<file path="src/hdl/oaht_pkg.sv">
`default_nettype none

package oaht_pkg;

    // Default sizes of the table and of the probe sequence.
    localparam int TABLE_SIZE_DEF  = 16;
    localparam int PROBE_COUNT_DEF = 12;

    // Field widths of a request word and of a response word.
    localparam int YEAR_W   = 12;
    localparam int SPEED_W  = 16;
    localparam int MARK_W   = 32;
    localparam int KEY_W    = YEAR_W + SPEED_W + MARK_W;
    localparam int STATUS_W = 2;
    localparam int SLOT_W   = 4;

    // Probe step registers: six 8-bit steps in each register.
    localparam int STEP_W    = 8;
    localparam int CFG_W     = 48;
    localparam int CFG_IDX_W = 1;
    localparam int MAX_STEPS = 12;

    typedef logic [KEY_W-1:0]    t_key;
    typedef logic [STATUS_W-1:0] t_status;

    // Operation codes.
    localparam logic OP_INSERT = 1'b0;
    localparam logic OP_FIND   = 1'b1;

    // Response status codes.
    localparam t_status ST_INSERTED  = 2'd0;
    localparam t_status ST_FULL      = 2'd1;
    localparam t_status ST_FOUND     = 2'd2;
    localparam t_status ST_NOT_FOUND = 2'd3;

    // Configuration register indexes.
    localparam logic [CFG_IDX_W-1:0] CFG_STEPS_LOW  = 1'd0;
    localparam logic [CFG_IDX_W-1:0] CFG_STEPS_HIGH = 1'd1;

    // One slot as read back from the table store.
    typedef struct packed {
        logic valid;
        t_key key;
    } t_slot_rd;

endpackage

`default_nettype wire

</file>
<file path="src/hdl/oaht_in_if.sv">
`default_nettype none

// Request channel: one word is an insert or a find of one key.
interface oaht_in_if;
    logic                        valid;
    logic                        ready;
    logic                        opcode;
    logic [oaht_pkg::YEAR_W-1:0]  key_year;
    logic [oaht_pkg::SPEED_W-1:0] key_speed;
    logic [oaht_pkg::MARK_W-1:0]  mark_code;

    modport source (output valid, opcode, key_year, key_speed, mark_code, input ready);
    modport sink (input valid, opcode, key_year, key_speed, mark_code, output ready);
endinterface

`default_nettype wire

</file>
<file path="src/hdl/oaht_out_if.sv">
`default_nettype none

// Response channel: one word per request.
interface oaht_out_if;
    logic                         valid;
    logic                         ready;
    logic [oaht_pkg::STATUS_W-1:0] status;
    logic [oaht_pkg::SLOT_W-1:0]   slot;

    modport source (output valid, status, slot, input ready);
    modport sink (input valid, status, slot, output ready);
endinterface

`default_nettype wire

</file>
<file path="src/hdl/oaht_store.sv">
`default_nettype none

// Table store: key memory with one registered read port and one write port,
// plus a valid flag per slot that reset clears.
module oaht_store #(
    parameter int TABLE_SIZE = oaht_pkg::TABLE_SIZE_DEF,
    localparam int IDX_W     = $clog2(TABLE_SIZE)
) (
    input  wire logic                 i_clk,
    input  wire logic                 i_rst_n,
    input  wire logic [IDX_W-1:0]     i_rd_addr,
    input  wire logic                 i_wr_en,
    input  wire logic [IDX_W-1:0]     i_wr_addr,
    input  wire oaht_pkg::t_key       i_wr_key,
    output oaht_pkg::t_slot_rd        o_rd
);

    oaht_pkg::t_key r_key_mem [TABLE_SIZE];
    logic [TABLE_SIZE-1:0] r_valid;
    oaht_pkg::t_key r_rd_key;
    logic r_rd_valid;

    // Key memory: write port and registered read port.
    always_ff @(posedge i_clk) begin
        if (i_wr_en) begin
            r_key_mem[i_wr_addr] <= i_wr_key;
        end
        r_rd_key <= r_key_mem[i_rd_addr];
    end

    // Valid flags, cleared by reset, read alongside the key memory.
    always_ff @(posedge i_clk) begin
        if (!i_rst_n) begin
            r_valid    <= '0;
            r_rd_valid <= 1'b0;
        end else begin
            if (i_wr_en) begin
                r_valid[i_wr_addr] <= 1'b1;
            end
            r_rd_valid <= r_valid[i_rd_addr];
        end
    end

    assign o_rd.valid = r_rd_valid;
    assign o_rd.key   = r_rd_key;

endmodule

`default_nettype wire

</file>
<file path="src/hdl/open_addressing_hash_table.sv">
// Channel    Direction  Word contents                          Accepted when
// i_req      in         opcode, key_year, key_speed, mark_code  valid && ready
// o_rsp      out        status, slot                           valid && ready
// i_cfg_*    in         register index, 48-bit write data      i_cfg_we
//
// After acceptance an item first reduces the year to the home slot, then
// probes one slot at a time, bounded by the single read port of the key
// memory, with the result loaded on the last probe if the output is free.
// An item probes at most PROBE_COUNT slots, counted from the home slot on.
// Reset empties the table at once and clears the probe steps.
// A stalled response holds; the next item may be accepted while it waits,
// and its own result then waits one extra state until the output is free.
`default_nettype none

module open_addressing_hash_table #(
    parameter int TABLE_SIZE  = oaht_pkg::TABLE_SIZE_DEF,
    parameter int PROBE_COUNT = oaht_pkg::PROBE_COUNT_DEF
) (
    input  wire logic                              i_clk,
    input  wire logic                              i_rst_n,
    oaht_in_if.sink                                i_req,
    oaht_out_if.source                             o_rsp,
    input  wire logic                              i_cfg_we,
    input  wire logic [oaht_pkg::CFG_IDX_W-1:0]    i_cfg_idx,
    input  wire logic [oaht_pkg::CFG_W-1:0]        i_cfg_data
);

    localparam int IDX_W   = $clog2(TABLE_SIZE);
    localparam int PROBE_W = (PROBE_COUNT > 1) ? $clog2(PROBE_COUNT) : 1;
    localparam int YEAR_W  = oaht_pkg::YEAR_W;

    // Exact reciprocal for year / TABLE_SIZE over all years.
    localparam int RECIP_SH = YEAR_W + IDX_W;
    localparam int RECIP_M  = ((1 << RECIP_SH) + TABLE_SIZE - 1) / TABLE_SIZE;
    localparam int RECIP_W  = YEAR_W + 2;
    localparam logic [RECIP_W-1:0] RECIP = RECIP_W'(RECIP_M);
    localparam logic [IDX_W:0]     TSIZE = (IDX_W + 1)'(TABLE_SIZE);
    localparam logic [PROBE_W-1:0] LAST_PROBE = PROBE_W'(PROBE_COUNT - 1);

    // State codes.
    localparam logic [1:0] S_IDLE   = 2'd0;
    localparam logic [1:0] S_HOME   = 2'd1;
    localparam logic [1:0] S_PROBE  = 2'd2;
    localparam logic [1:0] S_RESULT = 2'd3;

    // Reduce an 8-bit probe step modulo the table size by compare and subtract.
    function automatic logic [IDX_W-1:0] step_mod(input logic [oaht_pkg::STEP_W-1:0] s);
        logic [oaht_pkg::STEP_W:0] v;
        v = {1'b0, s};
        for (int k = oaht_pkg::STEP_W - 1; k >= 0; k--) begin
            if ((TABLE_SIZE << k) < (1 << oaht_pkg::STEP_W)) begin
                if (v >= (oaht_pkg::STEP_W + 1)'(TABLE_SIZE << k)) begin
                    v = v - (oaht_pkg::STEP_W + 1)'(TABLE_SIZE << k);
                end
            end
        end
        return v[IDX_W-1:0];
    endfunction

    logic [1:0]                      r_state;
    logic [oaht_pkg::CFG_W-1:0]      r_steps_low;
    logic [oaht_pkg::CFG_W-1:0]      r_steps_high;
    logic                            r_op;
    oaht_pkg::t_key                  r_key;
    logic [YEAR_W-1:0]               r_quot;
    logic [IDX_W-1:0]                r_idx;
    logic [PROBE_W-1:0]              r_probe;
    logic                            r_out_valid;
    oaht_pkg::t_status               r_status;
    logic [oaht_pkg::SLOT_W-1:0]     r_slot;
    oaht_pkg::t_status               r_pend_status;
    logic [oaht_pkg::SLOT_W-1:0]     r_pend_slot;

    logic [YEAR_W+RECIP_W-1:0]       quot_prod;
    logic [YEAR_W+IDX_W:0]           back_prod;
    logic [YEAR_W-1:0]               year_rem;
    logic [IDX_W-1:0]                home_idx;
    logic [2*oaht_pkg::CFG_W-1:0]    steps_all;
    logic [3:0]                      probe_sel;
    logic [oaht_pkg::STEP_W-1:0]     step_raw;
    logic [IDX_W:0]                  idx_sum;
    logic [IDX_W-1:0]                next_idx;
    logic [IDX_W-1:0]                rd_addr;
    oaht_pkg::t_slot_rd              slot_rd;
    logic                            stop;
    logic                            decide;
    logic                            out_free;
    logic                            out_load;
    oaht_pkg::t_status               res_status;
    logic [oaht_pkg::SLOT_W-1:0]     res_slot;
    logic                            wr_en;

    // Configuration registers.
    always_ff @(posedge i_clk) begin
        if (!i_rst_n) begin
            r_steps_low  <= '0;
            r_steps_high <= '0;
        end else if (i_cfg_we) begin
            unique case (i_cfg_idx)
                oaht_pkg::CFG_STEPS_LOW:  r_steps_low  <= i_cfg_data;
                oaht_pkg::CFG_STEPS_HIGH: r_steps_high <= i_cfg_data;
                default: ;
            endcase
        end
    end

    // Home slot: quotient by reciprocal at acceptance, remainder in the S_HOME state that follows.
    assign quot_prod = (YEAR_W + RECIP_W)'(i_req.key_year) * (YEAR_W + RECIP_W)'(RECIP);
    assign back_prod = (YEAR_W + IDX_W + 1)'(r_quot) * (YEAR_W + IDX_W + 1)'(TSIZE);
    assign year_rem  = r_key[oaht_pkg::KEY_W-1 -: YEAR_W] - back_prod[YEAR_W-1:0];
    assign home_idx  = year_rem[IDX_W-1:0];

    // Next probe slot: add the reduced step and wrap once.
    assign steps_all = {r_steps_high, r_steps_low};
    assign probe_sel = 4'(r_probe);
    assign step_raw  = steps_all[oaht_pkg::STEP_W*probe_sel +: oaht_pkg::STEP_W];
    assign idx_sum   = {1'b0, r_idx} + {1'b0, step_mod(step_raw)};
    assign next_idx  = (idx_sum >= TSIZE) ? IDX_W'(idx_sum - TSIZE) : idx_sum[IDX_W-1:0];

    // Probe decision on the slot read in the previous cycle.
    assign stop     = !slot_rd.valid || (slot_rd.key == r_key);
    assign decide   = (r_state == S_PROBE) && (stop || (r_probe == LAST_PROBE));
    assign out_free = !r_out_valid || o_rsp.ready;
    assign out_load = (decide || (r_state == S_RESULT)) && out_free;
    assign wr_en    = decide && stop && (r_op == oaht_pkg::OP_INSERT);

    always_comb begin
        res_status = oaht_pkg::ST_NOT_FOUND;
        res_slot   = '0;
        if (r_op == oaht_pkg::OP_INSERT) begin
            if (stop) begin
                res_status = oaht_pkg::ST_INSERTED;
                res_slot   = oaht_pkg::SLOT_W'(r_idx);
            end else begin
                res_status = oaht_pkg::ST_FULL;
            end
        end else if (stop && slot_rd.valid) begin
            res_status = oaht_pkg::ST_FOUND;
            res_slot   = oaht_pkg::SLOT_W'(r_idx);
        end
    end

    // Read address of the table store.
    always_comb begin
        unique case (r_state)
            S_HOME:  rd_addr = home_idx;
            S_PROBE: rd_addr = next_idx;
            default: rd_addr = r_idx;
        endcase
    end

    oaht_store #(
        .TABLE_SIZE (TABLE_SIZE)
    ) u_store (
        .i_clk     (i_clk),
        .i_rst_n   (i_rst_n),
        .i_rd_addr (rd_addr),
        .i_wr_en   (wr_en),
        .i_wr_addr (r_idx),
        .i_wr_key  (r_key),
        .o_rd      (slot_rd)
    );

    // Sequencer for one request at a time.
    always_ff @(posedge i_clk) begin
        if (!i_rst_n) begin
            r_state     <= S_IDLE;
            r_out_valid <= 1'b0;
        end else begin
            if (out_load) begin
                r_out_valid <= 1'b1;
            end else if (o_rsp.ready) begin
                r_out_valid <= 1'b0;
            end
            unique case (r_state)
                S_IDLE: begin
                    if (i_req.valid) begin
                        r_state <= S_HOME;
                    end
                end
                S_HOME: begin
                    r_state <= S_PROBE;
                end
                S_PROBE: begin
                    if (decide) begin
                        if (out_free) begin
                            r_state <= S_IDLE;
                        end else begin
                            r_state <= S_RESULT;
                        end
                    end
                end
                S_RESULT: begin
                    if (out_free) begin
                        r_state <= S_IDLE;
                    end
                end
                default: r_state <= S_IDLE;
            endcase
        end
    end

    // Request, probe and result payload registers.
    always_ff @(posedge i_clk) begin
        if (r_state == S_IDLE && i_req.valid) begin
            r_op   <= i_req.opcode;
            r_key  <= {i_req.key_year, i_req.key_speed, i_req.mark_code};
            r_quot <= YEAR_W'(quot_prod >> RECIP_SH);
        end
        if (r_state == S_HOME) begin
            r_idx   <= home_idx;
            r_probe <= '0;
        end else if (r_state == S_PROBE && !decide) begin
            r_idx   <= next_idx;
            r_probe <= r_probe + 1'b1;
        end
        if (decide) begin
            r_pend_status <= res_status;
            r_pend_slot   <= res_slot;
            if (out_free) begin
                r_status <= res_status;
                r_slot   <= res_slot;
            end
        end else if (r_state == S_RESULT && out_free) begin
            r_status <= r_pend_status;
            r_slot   <= r_pend_slot;
        end
    end

    assign i_req.ready  = (r_state == S_IDLE);
    assign o_rsp.valid  = r_out_valid;
    assign o_rsp.status = r_status;
    assign o_rsp.slot   = r_slot;

    // The table is written only on the deciding probe of an insert.
    a_write_in_probe: assert property (@(posedge i_clk) disable iff (!i_rst_n)
        wr_en |-> (r_state == S_PROBE && r_op == oaht_pkg::OP_INSERT))
        else $error("table write outside an insert probe");

    // The probe index stays inside the table and the count inside the sequence.
    a_probe_range: assert property (@(posedge i_clk) disable iff (!i_rst_n)
        (r_state == S_PROBE) |-> (r_idx < TSIZE && r_probe <= LAST_PROBE))
        else $error("probe slot or count out of range");

    // Full and not-found responses carry slot zero.
    a_miss_slot: assert property (@(posedge i_clk) disable iff (!i_rst_n)
        (o_rsp.valid && (o_rsp.status == oaht_pkg::ST_FULL ||
                         o_rsp.status == oaht_pkg::ST_NOT_FOUND)) |-> (o_rsp.slot == '0))
        else $error("miss response with nonzero slot");

    // A home slot cycle always follows an accepted request.
    a_home_after_accept: assert property (@(posedge i_clk) disable iff (!i_rst_n)
        (i_req.valid && i_req.ready) |=> (r_state == S_HOME))
        else $error("accepted request did not start a search");

endmodule

`default_nettype wire
</file>
<file path="src/flat_wrapper.sv">
// flat-port wrapper written by rule: the top's interface ports become plain ports
module open_addressing_hash_table_flat 
#(
    parameter int TABLE_SIZE  = oaht_pkg::TABLE_SIZE_DEF,
    parameter int PROBE_COUNT = oaht_pkg::PROBE_COUNT_DEF
)
  (i_clk, i_rst_n, i_cfg_we, i_cfg_idx, i_cfg_data, i_req_valid, i_req_opcode, i_req_key_year, i_req_key_speed, i_req_mark_code, i_req_ready, o_rsp_valid, o_rsp_status, o_rsp_slot, o_rsp_ready);
  oaht_in_if i_req_i ();
  oaht_out_if o_rsp_i ();
  input  wire logic i_clk;
  input  wire logic i_rst_n;
  input  wire logic i_cfg_we;
  input  wire logic [oaht_pkg::CFG_IDX_W-1:0] i_cfg_idx;
  input  wire logic [oaht_pkg::CFG_W-1:0] i_cfg_data;
  input wire logic [$bits(i_req_i.valid)-1:0] i_req_valid;
  input wire logic [$bits(i_req_i.opcode)-1:0] i_req_opcode;
  input wire logic [$bits(i_req_i.key_year)-1:0] i_req_key_year;
  input wire logic [$bits(i_req_i.key_speed)-1:0] i_req_key_speed;
  input wire logic [$bits(i_req_i.mark_code)-1:0] i_req_mark_code;
  output wire logic [$bits(i_req_i.ready)-1:0] i_req_ready;
  output wire logic [$bits(o_rsp_i.valid)-1:0] o_rsp_valid;
  output wire logic [$bits(o_rsp_i.status)-1:0] o_rsp_status;
  output wire logic [$bits(o_rsp_i.slot)-1:0] o_rsp_slot;
  input wire logic [$bits(o_rsp_i.ready)-1:0] o_rsp_ready;
  assign i_req_i.valid = i_req_valid;
  assign i_req_i.opcode = i_req_opcode;
  assign i_req_i.key_year = i_req_key_year;
  assign i_req_i.key_speed = i_req_key_speed;
  assign i_req_i.mark_code = i_req_mark_code;
  assign i_req_ready = i_req_i.ready;
  assign o_rsp_valid = o_rsp_i.valid;
  assign o_rsp_status = o_rsp_i.status;
  assign o_rsp_slot = o_rsp_i.slot;
  assign o_rsp_i.ready = o_rsp_ready;
  open_addressing_hash_table #(.TABLE_SIZE(TABLE_SIZE), .PROBE_COUNT(PROBE_COUNT)) u_core (.i_clk(i_clk), .i_rst_n(i_rst_n), .i_req(i_req_i), .o_rsp(o_rsp_i), .i_cfg_we(i_cfg_we), .i_cfg_idx(i_cfg_idx), .i_cfg_data(i_cfg_data));
endmodule
</file>
<file path="config.mk">
export PLATFORM = sky130hd
export DESIGN_NAME = open_addressing_hash_table_flat
export DESIGN_NICKNAME = d
export VERILOG_FILES = /design/src/hdl/oaht_pkg.sv /design/src/hdl/oaht_in_if.sv /design/src/hdl/oaht_out_if.sv /design/src/hdl/oaht_store.sv /design/src/hdl/open_addressing_hash_table.sv /design/src/flat_wrapper.sv
export SDC_FILE = /design/constraint.sdc
export NUM_CORES = 1
export LEC_CHECK = 0
export ABC_AREA = 1
export BUFFER_PORTS_ARGS = -buffer_cell sky130_fd_sc_hd__buf_2
export CAP_MARGIN = 10
export CORE_AREA = 2 2 348 350
export DETAILED_ROUTE_END_ITERATION = 8
export DIE_AREA = 0 0 350 352
export SYNTH_ARGS = -nofsm -noshare
export SYNTH_HDL_FRONTEND = slang
export SYNTH_HIERARCHICAL = 1
export SYNTH_SLANG_ARGS = --single-unit
export TNS_END_PERCENT = 100
</file>
<file path="constraint.sdc">
create_clock -name i_clk -period 15.5 [get_ports i_clk]
set_input_delay 0.775 -clock i_clk [delete_from_list [all_inputs] [get_ports i_clk]]
set_output_delay 0.775 -clock i_clk [all_outputs]
set_load 0.02 [all_outputs]
</file>
==> results.yml, run 1 <==
outcome:
  status: "finished, final reports clean"
power:
  p_per_area_mw_per_mm2: 165
  p_sw_w: 0.00277
  p_leak_nw: 17.7
  peakVddDrop_mv: 0.122
  p_seq_frac: 0.439
  clock_power_share: 0.317
  p_comb_frac: 0.244
  switching_share: 0.323
  p_int_w: 0.00581
logic_synthesis:
  async_flop_share: 0
  yosysWarnings: 6
  synth.distinct_cells: 37
  ys_ff_latch: 1169
  ys.flop_type: "edfxtp_1"
  synthesis.nets: 3885
  seq_area_frac_synth: 0.731
  syn_area_mm2: 0.0462
  synth_edf_count: 1037
  synth_cells: 3761
  syn_area_per_cell_um2: 12.3
setup_path:
  cp_max_fo: 193
  path_common_cell: "o21ai_0"
  slowest_stage: "buf_4"
  critPathArrivalTime_ns: 6.56
  start_kind: "register"
  end_kind: "register"
  cp_cell_sequence: "inv_1 -> o21ai_0 -> o22ai_1 -> o21ai_0 -> o21ai_0 -> ha_1 -> fa_1 -> inv_1 -> o21ai_0 -> nand2_1 -> o21ai_4 -> buf_4 -> buf_12 -> buf_4 -> o21ai_0 -> o211ai_1 -> nand3_1 -> nand2_1"
  cp.required_ns: 16.15
  crit_type: "register to register"
  critPathMaxStageDelay_ns: 0.93
drt:
  drt-initial-drc-count: 2577
  ant_nets: 0
  viasPerCell: 5.15
  via_count: 28400
  routed_wl_um: 111000
  dr.pass1.iters: 7
  wl_per_cell_um: 20.2
  route.detailed.drc: 0
floorplan:
  rows: 127
  die_y_um: 352
  coreArea_mm2: 0.119
  dieArea_mm2: 0.123
  die_x_um: 350
  pin_count: 123
  start_util: 0.387
sta:
  slew_headroom: 0.166
  worstMarginPinSlew_ns: 1.25
  finalClockSkew_ns: 0.0264
  fmax_ghz: 0.169
  setup_tns_ns: 0
  rsz0062_at_grt: "no"
  period_share: 0.382
  slew_violations: 0
  fin_crit_ns: 5.92
  hold_viol: 0
  holdWs_ns: 0.244
  setup_slack_ns: 9.58
  setup_viol: 0
cts:
  cts_buffer_depth: 3
  cts_resized: 0
  cts_buffers: 116
  cts.htree.levels: 3
  cts.sinks: 1169
  clk_latency_ns: 0.71
  post_cts_buffers: 0
  cts_tree: "done"
  cts_root_buf: "clkbuf_16"
  path_clk_slew_ns: 0.06
  postCtsHoldBufs: 0
final_layout:
  postLayoutCellArea_mm2: 0.0519
  utilization: 0.435
  drive_above_1_share: 0.104
  layout.nets: 3922
  insertedDiodeCount: 0
  area_growth_syn_to_layout_pct: 12.3
  fillers: 10900
grt:
  gr-usage-all-layers: 0.177
  grt_pass1_wl_um: 166000
  grt_pass1_vias: 27500
  gr-total-overflow: 0
  antenna_found_initial: 0
  grt_max_degree: 227
placement:
  routabilityCongestion: 0.739
  io_buffers: 98
  dpl_cell_area_mm2: 0.0482
  dp_hpwl_um: 52500
  place_ws_ns: 9.66
hold_path:
  hold_path.class: "input port to register"
flow_run:
  maxCapViolCount: 0
## state kept, by name, summed over array words and instances (netlist names), 16 cells and up
signal / flops
u_core/r_steps_low: 24
u_core/r_key: 60
u_core/u_store/r_valid: 16
u_core/r_steps_high: 24
u_core/u_store/r_rd_key: 60
u_core/u_store/r_key_mem: 960
## through the flow
stage	std cells	total power (W)
final	5513	0.00858
after global routing	5513	0.00904
after CTS	5512	0.00866
after detailed placement	5291	0.00593
after global placement	5291	0.00591
after floorplan	3761	0.00535
## final timing paths
path         cells past startpoint  slack (ns)                start                          end
max                             18        9.58  u_core/probe_sel[1]  u_core/u_store/r_rd_key[32]
min                              1        0.24  i_req_key_speed[13]             u_core/r_key[45]
max reg2reg                     18        9.58  u_core/probe_sel[1]  u_core/u_store/r_rd_key[32]
min reg2reg                      0        0.45          u_core/r_op      u_core/r_pend_status[1]
## cells in the final DEF, fill, tap and decap left out, types with 12 or more instances in the layout
cell type	n
edfxtp_1	1037
nor2_1	725
o21ai_0	452
nand2_1	256
o211ai_1	244
inv_1	233
nand3_1	136
dfxtp_1	132
clkbuf_16	117
o21ai_1	110
buf_2	98
a21oi_1	64
a21oi_2	60
buf_4	43
clkbuf_1	42
clkinv_1	19
nor2_4	15
clkinv_2	13
xnor2_1	12
## power by group through the flow
stage	clock network (W)	logic (W)	registers, W
finish	0.00272	0.00209	0.00377
global route	0.00290	0.00235	0.00379
CTS	0.00278	0.00211	0.00377
detailed placement	0	0.00210	0.00383
global placement	0	0.00208	0.00383
floorplan	0	0.00156	0.00379
## cell type report
cell class	count	area [µm²]	share of cell area
clock buffer	167	3200	0.0615
clock inverter	54	495	0.00954
inverter	243	940	0.0181
multi-input combinational	2123	10600	0.204
sequential	1169	33800	0.651
tap	1612	2020	0.0388
timing repair buffer	145	893	0.0172
## synth_stat cells (3+ instances only)
cell type | number | share of area
a21oi_1 | 65 | 0.0070
a21oi_2 | 60 | 0.011
buf_1 | 26 | 0.0021
buf_2 | 61 | 0.0066
buf_4 | 9 | 0.0015
buf_6 | 16 | 0.0039
clkbuf_1 | 114 | 0.0093
dfxtp_1 | 132 | 0.057
edfxtp_1 | 1037 | 0.67
ha_1 | 8 | 0.0022
inv_1 | 237 | 0.019
inv_2 | 3 | 0.00024
nand2_1 | 256 | 0.021
nand3_1 | 136 | 0.015
nor2_1 | 739 | 0.060
nor2_2 | 5 | 0.00068
nor3_1 | 3 | 0.00032
o211ai_1 | 244 | 0.040
o21ai_0 | 454 | 0.049
o21ai_1 | 110 | 0.012
o221ai_1 | 3 | 0.00057
o22ai_1 | 8 | 0.0011
xnor2_1 | 12 | 0.0023
xor2_1 | 7 | 0.0013
## logic make-up (layout without fill, tap and decap cells)
| logic type | count (synthesis) | count (layout) | share of synthesized area |
|---|---|---|---|
| compound gates | 950 | 950 | 0.122 |
| xor+xnor | 19 | 19 | 0.00360 |
| fa+ha+maj | 9 | 9 | 0.00260 |
| buf+inv | 469 | 609 | 0.0431 |
| flops | 1169 | 1169 | 0.731 |
| simple gates | 1145 | 1145 | 0.0978 |
## critical path: cells and delay by family, from the launching register on
family / cells / cell delay (ns)
simple gates: 3 / 0.34
fa+ha+maj: 2 / 0.74
flops: 1 / 0.74
compound gates: 8 / 1.46
buf+inv: 5 / 2.42
## per-layer routing
metal	track usage	routed length, µm	vias to the layer above
li1	-	-	13500
met1	0.238	49200	14100
met2	0.299	54100	661
met3	0.0237	5480	159
met4	0.0516	2440	0
met5	0	0	-
Note: power is estimated with default switching activity, not from simulation.
==> run 2, diff against run 1 <==
Clock period 15.5 ns to 5.2 ns, I/O delays scaled along.
==> run 2 against run 1 <==
  * Worst setup slack worse by 8.6 ns
  * Critical path depth down 3
  * Sequential share of layout area down 2.1 points
  * Design area up 3.3%
  * Final cell count up 2.3%
  * Global-route usage up 0.11 points
  * Power rose to 3.0 times the previous value
  * Wire length down 0.15%
  * Clock power rose to 3.1 times the previous value
  * Fmax up 40%
  * Register-to-register slack worse by 8.6 ns
  * Clock skew down 0.0021 ns
  * Largest power group unchanged
==> results.yml, run 2 (synthesis gave the netlist of run 1 again) <==
outcome:
  status: "finished, final reports clean"
setup_path:
  crit_type: "register to register"
  critPathMaxStageDelay_ns: 0.61
  end_kind: "register"
  cp.required_ns: 5.58
  cp_cell_sequence: "xor2_1 -> nor2_1 -> nand2_1 -> nor2_1 -> nand2_1 -> nor2_2 -> nand2_2 -> nand2_4 -> nand2_1 -> nor2_1 -> inv_1 -> nor3_1 -> inv_1 -> nor2_4 -> buf_12"
  slowest_stage: "edfxtp_1"
  start_kind: "register"
  cp_max_fo: 26
  critPathArrivalTime_ns: 4.61
floorplan:
  die_y_um: 352
  pin_count: 123
  dieArea_mm2: 0.123
  rows: 127
  coreArea_mm2: 0.119
  start_util: 0.387
  die_x_um: 350
cts:
  cts_root_buf: "clkbuf_16"
  cts_resized: 0
  cts.htree.levels: 3
  cts.sinks: 1169
  cts_buffers: 120
  post_cts_buffers: 0
  path_clk_slew_ns: 0.06
  postCtsHoldBufs: 87
  cts_tree: "done"
  cts_buffer_depth: 3
  clk_latency_ns: 0.70
grt:
  gr-usage-all-layers: 0.178
  antenna_found_initial: 1
  grt_pass1_vias: 27500
  gr-total-overflow: 0
  grt_pass1_wl_um: 169000
  grt_max_degree: 183
final_layout:
  max_flop_register: "u_core/u_store/r_key_mem"
  fillers: 10700
  top_regs: "u_core/u_store/r_key_mem: 960 flops, u_core/r_key: 60 flops, u_core/u_store/r_rd_key: 60 flops"
  final_cell_mix: "edfxtp_1 (1037), nor2_1 (725), o21ai_0 (452), nand2_1 (256), o211ai_1 (244)"
  layout.cells.most_common: "edfxtp_1"
  postLayoutCellArea_mm2: 0.0537
  insertedDiodeCount: 0
  area_growth_syn_to_layout_pct: 16.1
  seqCellArea_mm2: 0.0338
  largest_register_ffs: 960
  layout.nets: 4042
  drive_above_1_share: 0.114
  multiInputGateArea_mm2: 0.0106
hold_path:
  hold_path.class: "input port to register"
placement:
  io_buffers: 98
  dp_hpwl_um: 54800
  routabilityCongestion: 0.748
  dpl_cell_area_mm2: 0.0489
sta:
  finalClockSkew_ns: 0.0244
  slew_headroom: 0.381
  slew_violations: 0
  setup_viol: 0
  worstMarginPinSlew_ns: 0.929
  period_share: 0.813
  setup_tns_ns: 0
  rsz0062_at_grt: "no"
  hold_viol: 0
  fmax_ghz: 0.237
  fin_crit_ns: 4.23
drt:
  route.detailed.drc: 0
  routed_wl_um: 111000
  viasPerCell: 5.08
  drt-initial-drc-count: 2395
  wl_per_cell_um: 19.7
  via_count: 28600
  ant_nets: 0
  dr.pass1.iters: 6
power:
  p_leak_nw: 18.5
  total_power_w: 0.0261
  p_per_area_mw_per_mm2: 487
  peakVddDrop_mv: 0.399
flow_run:
  maxCapViolCount: 0
[run 2: cell count changes in the layout (fill, tap and decap cells not counted), moves of 2 or more]
cell and change:
inv_16 -2, clkbuf_8 +8, clkinv_1 -6, clkbuf_1 -10, clkinv_2 +14, buf_4 -6
buf_12 +35, dlygate4sd3_1 +87, clkbuf_16 +4
[run 2: metrics by stage]
stage | hold slack, ns | utilization | setup WS, ns | cells
2_1_floorplan | 0.359 | - | 0.346 | 3761
3_3_place_gp | 0.436 | 0.410 | 1.01 | 5321
3_5_place_dp | 0.438 | 0.410 | 0.962 | 5321
4_1_cts | 0.0940 | 0.450 | 0.949 | 5638
5_1_grt | 0.152 | 0.450 | 0.758 | 5638
6_report | 0.152 | 0.450 | 0.973 | 5638
[run 2: cell type report]
type | count | area share
well taps | 1612 | 0.0376
clock buffers | 169 | 0.0628
repair buffers | 261 | 0.0451
inverters | 243 | 0.0175
multi-input cells | 2123 | 0.198
flip-flops and latches | 1169 | 0.630
clock inverters | 61 | 0.00998
[run 2: worst paths after layout]
| check | slack, ns | end | depth (start not counted) | startpoint |
|---|---|---|---|---|
| worst min register to register | 0.45 | u_core/r_pend_status[1] | 0 | u_core/r_op |
| worst max register to register | 0.97 | u_core/u_store/r_key_mem[5][31] | 15 | u_core/r_key[12] |
| worst max-delay path | 0.97 | u_core/u_store/r_key_mem[5][31] | 15 | u_core/r_key[12] |
| worst min-delay path | 0.15 | u_core/r_steps_low[34] | 5 | i_cfg_idx |
[run 2: worst max-delay path, delay by kind of cell (launching register included)]
kind | cells | cell delay (ns)
AND/OR/NAND/NOR | 11 | 2.40
buffers and inverters | 3 | 0.61
XOR/XNOR | 1 | 0.25
flip-flops | 1 | 0.61
[run 2: layer usage]
metal | global-route usage | up-vias | share of wire
met2 | 0.300 | 621 | 0.49
met5 | 0 | - | 0
met1 | 0.244 | 14200 | 0.45
met4 | 0.0453 | 0 | 0.016
met3 | 0.0221 | 125 | 0.045
li1 | - | 13700 | -
[run 2: where the power goes]
group / switching, W / leakage [nW] / internal, W / total [W]
combinational: 0.00439 / 6.13 / 0.00214 / 0.00654
sequential: 0.000385 / 10.5 / 0.0108 / 0.0112
clock: 0.00353 / 1.92 / 0.00486 / 0.00839
